## src/pcmf_pkg.sv

```systemverilog
// ----------------------------------------------------------------------------
// PCM to float32 package
// Format codes, the reset format and pipeline stage payloads.
// ----------------------------------------------------------------------------
package pcmf_pkg;

  typedef enum logic [2:0] {
    FMT_PCM8  = 3'd0,
    FMT_PCM16 = 3'd1,
    FMT_PCM24 = 3'd2,
    FMT_PCM32 = 3'd3,
    FMT_F32   = 3'd4,
    FMT_F64   = 3'd5
  } sample_format_e;

  localparam logic [2:0] FormatReset = 3'd1;

  // Stage 1 to stage 2: classified sample.
  typedef struct packed {
    logic        is_int;    // integer PCM path
    logic        direct;    // result already final
    logic [31:0] direct_bits;
    logic        sign;
    logic [31:0] mag;       // integer magnitude
    logic [7:0]  scale;     // integer scale exponent
    logic        f64_norm;  // float64 normal result
    logic        f64_sub;   // float64 subnormal result
    logic [52:0] m53;
    logic [10:0] ex;
  } s1_t;

  // Stage 2 to stage 3: normalized mantissa with sticky information.
  typedef struct packed {
    logic        direct;
    logic [31:0] direct_bits;
    logic        sign;
    logic [23:0] m24;       // truncated mantissa
    logic        guard;
    logic        sticky;
    logic [8:0]  expm1;     // exponent minus one, or zero for subnormal
    logic        ovf_check;
  } s2_t;

endpackage

```

## src/pcmf_decode.sv

```systemverilog
// ----------------------------------------------------------------------------
// PCM to float32 decode stage
// Extracts sign, magnitude and special cases for the selected format.
// ----------------------------------------------------------------------------
module pcmf_decode (
  input  logic [2:0]     sample_format_i,
  input  logic [63:0]    raw_i,
  output pcmf_pkg::s1_t  s1_o
);

  logic signed [32:0] v;
  logic [10:0]        ex;
  logic [51:0]        frac;

  always_comb begin
    s1_o      = '0;
    v         = '0;
    ex        = raw_i[62:52];
    frac      = raw_i[51:0];
    s1_o.ex   = ex;
    s1_o.m53  = {1'b1, frac};
    case (sample_format_i)
      pcmf_pkg::FMT_PCM8: begin
        v = 33'(signed'({1'b0, raw_i[7:0]})) - 33'sd128;
        s1_o.scale = 8'd7;
        s1_o.is_int = 1'b1;
      end
      pcmf_pkg::FMT_PCM16: begin
        v = 33'(signed'(raw_i[15:0]));
        s1_o.scale = 8'd15;
        s1_o.is_int = 1'b1;
      end
      pcmf_pkg::FMT_PCM24: begin
        v = 33'(signed'(raw_i[23:0]));
        s1_o.scale = 8'd23;
        s1_o.is_int = 1'b1;
      end
      pcmf_pkg::FMT_PCM32: begin
        v = 33'(signed'(raw_i[31:0]));
        s1_o.scale = 8'd31;
        s1_o.is_int = 1'b1;
      end
      pcmf_pkg::FMT_F32: begin
        s1_o.direct = 1'b1;
        s1_o.direct_bits = raw_i[31:0];
      end
      pcmf_pkg::FMT_F64: begin
        s1_o.sign = raw_i[63];
        if (ex == 11'h7FF) begin
          s1_o.direct = 1'b1;
          s1_o.direct_bits = (frac != '0)
            ? {raw_i[63], 8'hFF, 1'b1, frac[50:29]}
            : {raw_i[63], 31'h7F800000};
        end else if (ex == '0 || ex < 11'd842) begin
          // Zero, float64 subnormals and anything below 2**-181 flush to a signed
          // zero.
          s1_o.direct = 1'b1;
          s1_o.direct_bits = {raw_i[63], 31'd0};
        end else if (ex >= 11'd1151) begin
          s1_o.direct = 1'b1;
          s1_o.direct_bits = {raw_i[63], 31'h7F800000};
        end else if (ex >= 11'd897) begin
          s1_o.f64_norm = 1'b1;
        end else begin
          s1_o.f64_sub = 1'b1;
        end
      end
      default: begin
        s1_o.direct = 1'b1;
        s1_o.direct_bits = '0;
      end
    endcase
    if (s1_o.is_int) begin
      s1_o.sign = v[32];
      s1_o.mag  = v[32] ? 32'(-v) : v[31:0];
      if (v == '0) begin
        s1_o.direct = 1'b1;
        s1_o.direct_bits = '0;
      end
    end
  end

endmodule

```

## src/pcmf_normalize.sv

```systemverilog
// ----------------------------------------------------------------------------
// PCM to float32 normalize stage
// Finds the leading one or the subnormal shift and forms guard and sticky.
// ----------------------------------------------------------------------------
module pcmf_normalize (
  input  pcmf_pkg::s1_t  s1_i,
  output pcmf_pkg::s2_t  s2_o
);

  logic [4:0]  p;
  logic [63:0] ext;
  logic [5:0]  sh;
  logic [116:0] wide;
  logic [10:0] s;

  always_comb begin
    s2_o             = '0;
    s2_o.direct      = s1_i.direct;
    s2_o.direct_bits = s1_i.direct_bits;
    s2_o.sign        = s1_i.sign;
    p    = '0;
    ext  = '0;
    sh   = '0;
    wide = '0;
    s    = '0;
    for (int i = 0; i < 32; i++) begin
      if (s1_i.mag[i]) p = 5'(i);
    end
    if (s1_i.is_int) begin
      // Place the leading one at bit 63, then the top 24 bits are m24.
      sh  = 6'(6'd63 - {1'b0, p});
      ext = {32'd0, s1_i.mag} << sh;
      s2_o.m24    = ext[63:40];
      s2_o.guard  = ext[39];
      s2_o.sticky = |ext[38:0];
      s2_o.expm1  = 9'({4'd0, p} + 9'd126 - {1'b0, s1_i.scale});
    end else if (s1_i.f64_norm) begin
      s2_o.m24    = s1_i.m53[52:29];
      s2_o.guard  = s1_i.m53[28];
      s2_o.sticky = |s1_i.m53[27:0];
      s2_o.expm1  = 9'(s1_i.ex - 11'd897);
      s2_o.ovf_check = 1'b1;
    end else if (s1_i.f64_sub) begin
      // Shift amount is 926 - ex, between 30 and 84; keep the bits in a
      // wide window so guard and sticky come out directly.
      s    = 11'd926 - s1_i.ex;
      wide = {s1_i.m53, 64'd0} >> s[6:0];
      s2_o.m24    = wide[87:64];
      s2_o.guard  = wide[63];
      s2_o.sticky = |wide[62:0];
      s2_o.expm1  = '0;
    end
  end

endmodule

```

## src/pcmf_round.sv

```systemverilog
// ----------------------------------------------------------------------------
// PCM to float32 round stage
// Applies nearest-even rounding and assembles the result word.
// ----------------------------------------------------------------------------
module pcmf_round (
  input  pcmf_pkg::s2_t  s2_i,
  output logic [31:0]    bits_o
);

  logic        inc;
  logic [24:0] mr;
  logic [31:0] sum;

  always_comb begin
    inc = s2_i.guard & (s2_i.sticky | s2_i.m24[0]);
    mr  = {1'b0, s2_i.m24} + {24'd0, inc};
    // The mantissa carries its leading one into the exponent field, so a
    // rounding carry bumps the exponent on its own.
    sum = ({23'd0, s2_i.expm1} << 23) + {7'd0, mr};
    if (s2_i.ovf_check && sum[30:0] >= 31'h7F800000) sum = 32'h7F800000;
    if (s2_i.direct) begin
      bits_o = s2_i.direct_bits;
    end else begin
      bits_o = {s2_i.sign, sum[30:0]};
    end
  end

endmodule

```

## src/pcm_sample_to_float32.sv

```systemverilog
// Throughput: one sample per cycle; decode, normalize and round are each
// one register stage, and a stall freezes all stages together.
// Reset clears the stage valid bits and sets sample_format to pcm16.
// ----------------------------------------------------------------------------
// PCM sample to float32
// Three-stage pipeline converting one PCM or float sample to binary32.
// ----------------------------------------------------------------------------
module pcm_sample_to_float32 (
  input  logic        clk_i,
  input  logic        rst_ni,
  input  logic        cfg_we_i,
  input  logic [2:0]  cfg_wdata_i,
  input  logic        in_valid_i,
  output logic        in_stall_o,
  input  logic [63:0] raw_sample_bytes_i,
  output logic        out_valid_o,
  input  logic        out_stall_i,
  output logic [31:0] float_bits_o
);

  logic [2:0]    fmt_q;
  logic          v1_q, v2_q, v3_q;
  pcmf_pkg::s1_t s1_d, s1_q;
  pcmf_pkg::s2_t s2_d, s2_q;
  logic [31:0]   r_d, r_q;
  logic          adv;

  // The chain moves when the output stage is empty or being taken.
  assign adv        = !v3_q || !out_stall_i;
  assign in_stall_o = !adv;

  pcmf_decode u_dec (.sample_format_i(fmt_q), .raw_i(raw_sample_bytes_i), .s1_o(s1_d));
  pcmf_normalize u_norm (.s1_i(s1_q), .s2_o(s2_d));
  pcmf_round u_rnd (.s2_i(s2_q), .bits_o(r_d));

  always_ff @(posedge clk_i or negedge rst_ni) begin
    if (!rst_ni) begin
      fmt_q <= pcmf_pkg::FormatReset;
      v1_q  <= 1'b0;
      v2_q  <= 1'b0;
      v3_q  <= 1'b0;
    end else begin
      if (cfg_we_i) fmt_q <= cfg_wdata_i;
      if (adv) begin
        v1_q <= in_valid_i;
        v2_q <= v1_q;
        v3_q <= v2_q;
      end
    end
  end

  always_ff @(posedge clk_i) begin
    if (adv) begin
      s1_q <= s1_d;
      s2_q <= s2_d;
      r_q  <= r_d;
    end
  end

  assign out_valid_o  = v3_q;
  assign float_bits_o = r_q;

  a_stall_holds: assert property (@(posedge clk_i) disable iff (!rst_ni)
    out_valid_o && out_stall_i |=> out_valid_o && $stable(float_bits_o))
    else $error("result changed under stall");
  a_flow: assert property (@(posedge clk_i) disable iff (!rst_ni)
    !in_stall_o && v2_q |=> out_valid_o)
    else $error("stage two item lost");
  a_stall_link: assert property (@(posedge clk_i) disable iff (!rst_ni)
    in_stall_o |-> out_valid_o && out_stall_i)
    else $error("input stalled without cause");

endmodule

```

## config.mk

```make
export PLATFORM = sky130hd
export DESIGN_NAME = pcm_sample_to_float32
export DESIGN_NICKNAME = d
export VERILOG_FILES = /design/src/pcmf_pkg.sv /design/src/pcmf_decode.sv /design/src/pcmf_normalize.sv /design/src/pcmf_round.sv /design/src/pcm_sample_to_float32.sv
export SDC_FILE = /design/constraint.sdc
export NUM_CORES = 1
export LEC_CHECK = 0
export BUFFER_PORTS_ARGS = -buffer_cell sky130_fd_sc_hd__buf_2
export CAP_MARGIN = 20
export CORE_MARGIN = 2
export CORE_UTILIZATION = 35
export CTS_CLUSTER_DIAMETER = 40
export CTS_CLUSTER_SIZE = 12
export DETAILED_ROUTE_END_ITERATION = 8
export SLEW_MARGIN = 20
export SYNTH_ARGS = -nofsm -noshare
export SYNTH_HDL_FRONTEND = slang
export SYNTH_SLANG_ARGS = --single-unit
```

## constraint.sdc

```tcl
create_clock -name clk_i -period 10.24 [get_ports clk_i]
set_input_delay 2.048 -clock clk_i [delete_from_list [all_inputs] [get_ports clk_i]]
set_output_delay 2.048 -clock clk_i [all_outputs]
set_load 0.03 [all_outputs]
```

==> results.ini <==
[status]
status = finished clean

[route]
routedWlPerCell_um = 26.6
drc = 0
via_count = 14400
drt_iter0_drc = 1911
dr.pass1.iters = 6
routed_wl_mm = 61.5
via_per_inst = 6.21
ant_nets = 0

[final_layout]
nets = 1760
drive_gt1_frac = 0.187
layout_common_cells = edfxtp_1, nand2_1, mux2i_1, nor2_1, o21ai_0
fill_cells = 4671
antennaDiodeCount = 0
mostFrequentLayoutCell = edfxtp_1
area_delta_synth_final_pct = 14.3

[die]
die_x_um = 223
start_util = 0.353
coreArea_um2 = 47400
num_io_pins = 106
die-area_um2 = 49600
num_rows = 80
die_y_um = 223

[critical_path]
cp-end-kind = register
worstPathMaxFanout = 61
critPathLaunchType = register
cp.required_ns = 10.54
arrival_ns = 6.88
crit_type = reg2reg

[clocking]
cts_tree = done
worstSkewPairLatency_ns = 0.58
postCtsResizedCells = 0
clk_path_buf_depth = 3
cts.sinks = 238
postCtsHoldBufs = 0
cts_buffers = 38
cts_htree_levels = 2
cts_root_buf = clkbuf_16
postCtsSetupBuffers = 0
cts.reportedPaths.clkPinSlew_ns = 0.06

[synthesis]
seq_area_frac_synth = 0.425
syn_inst = 1603
synth_edf_count = 232
synth_area_um2 = 16700
syn_avg_cell_area_um2 = 10.4
synth_ff_type = edfxtp_1
async_flop_share = 0.0252
synth_cell_types = 84
ys_seq_elements = 238
yosys_warnings = 0
synthesis.nets = 1689

[timing]
skew_ns = 0.0564
max_freq_ghz = 0.152
relSlewSlack = 0.167
finalMaxSlewViolations = 0
min_period_over_period = 0.642
worstMarginPinSlew_ns = 1.24
setup_viol = 0
finalHoldViolations = 0
post-route-min-period_ns = 6.58
fin_setup_tns_ns = 0
fin_ws_ns = 3.66
rsz0062_at_grt = false

[placement]
place_hpwl_mm = 46.4
io_buffers = 105
routabilityCongestion = 0.955
place_ws_ns = 3.73

[pwr]
ir_drop_uv = 120
leakage_nw = 7.30
power_density_nw_per_um2 = 264

[global_route]
grt_overflow = 0
grt_pass1_vias = 13600
grt.total_usage = 0.245
grt_pass1_wl_mm = 90.5
grt_max_degree = 81
antenna_found_initial = 0

[hold_path]
hold_path.class = reg2reg

[job]
maxCapViolations = 0

## stage by stage
step / utilization / instances / total power, mW / instance area (um2) / hold slack (ns)
final: 0.403 / 2314 / 5.06 / 19100 / 0.370
after global routing: 0.403 / 2314 / 5.29 / 19100 / 0.384
after CTS: 0.403 / 2314 / 5.03 / 19100 / 0.381
after detailed placement: 0.377 / 2249 / 3.76 / 17900 / 0.405
after global placement: 0.377 / 2249 / 3.75 / 17900 / 0.403
after floorplan: - / 1603 / 3.08 / 16700 / 0.400
## synth_stat cells (16+ instances only)
cell type | instances | area [um2]
mux4_2 | 54 | 1220
mux2_2 | 38 | 428
nor4_1 | 30 | 188
a22o_1 | 25 | 219
a31oi_1 | 19 | 119
edfxtp_1 | 232 | 6970
nor2_1 | 114 | 428
nand2_1 | 186 | 698
nor3_1 | 52 | 260
nand3_1 | 48 | 240
a21o_1 | 24 | 180
xor2_1 | 38 | 333
nor2b_1 | 16 | 100
clkbuf_1 | 52 | 195
buf_2 | 28 | 140
a21oi_1 | 66 | 330
inv_1 | 26 | 97.6
mux2i_1 | 135 | 1350
o21ai_0 | 108 | 541
xnor2_1 | 26 | 228
## critical path, stage by stage (launching register included)
cell	delay, ns
edfxtp_1	0.32
buf_4	0.67
inv_2	0.34
ha_2	0.90
buf_4	0.57
mux2_4	0.35
mux2_4	0.29
mux4_2	0.49
a222oi_1	0.72
nand2_1	0.22
a2111oi_2	0.33
nand4_1	0.13
and4b_1	0.27
o311ai_1	0.08
or4_1	0.57
## cell families (layout without fill, tap and decap cells)
kind of cell | count (synthesis) | count (layout) | synth area share
simple gates | 538 | 538 | 0.152
compound gates | 380 | 380 | 0.152
mux | 238 | 238 | 0.191
flops | 238 | 238 | 0.425
buf+inv | 129 | 225 | 0.0337
xor+xnor | 66 | 66 | 0.0354
fa+ha+maj | 14 | 14 | 0.0109
## final cells by class
type	count	area (um2)	share of cell area
inverters	30	113	0.00588
flip-flops and latches	238	7120	0.372
multi-input cells	1236	9170	0.479
clock buffers	39	955	0.0499
well taps	615	769	0.0402
repair buffers	130	713	0.0373
clock inverters	26	299	0.0156
## final timing paths
| path | start | end | slack, ns | cells past startpoint |
|---|---|---|---|---|
| max | s1_q[0] | s2_q[10] | 3.66 | 14 |
| min | s1_q[122] | s2_q[52] | 0.37 | 0 |
| max reg2reg | s1_q[0] | s2_q[10] | 3.66 | 14 |
| min reg2reg | s1_q[122] | s2_q[52] | 0.37 | 0 |
| max in group asynchronous | rst_ni | fmt_q[0] | 8.73 | 1 |
| min in group asynchronous | rst_ni | v1_q | 1.28 | 1 |
## metal layers
layer	vias to the layer above	GRT usage	wire length [um]
met3	136	0.0566	5910
met1	7061	0.352	26700
met5	-	0	0
met4	0	0.108	2830
li1	6370	-	-
met2	810	0.352	26000
## sequential cells by signal, indices dropped and copies added (netlist names)
| signal | flops |
|---|---|
| v2_q | 1 |
| fmt_q | 3 |
| v1_q | 1 |
| float_bits_o | 32 |
| out_valid_o | 1 |
| s1_q | 131 |
| s2_q | 69 |
## power by group
part	total, mW	switching [mW]	internal, mW
registers	1.63	0.223	1.41
logic	2.16	1.38	0.785
clock network	1.26	0.508	0.754
(Power assumes the default switching activity.)
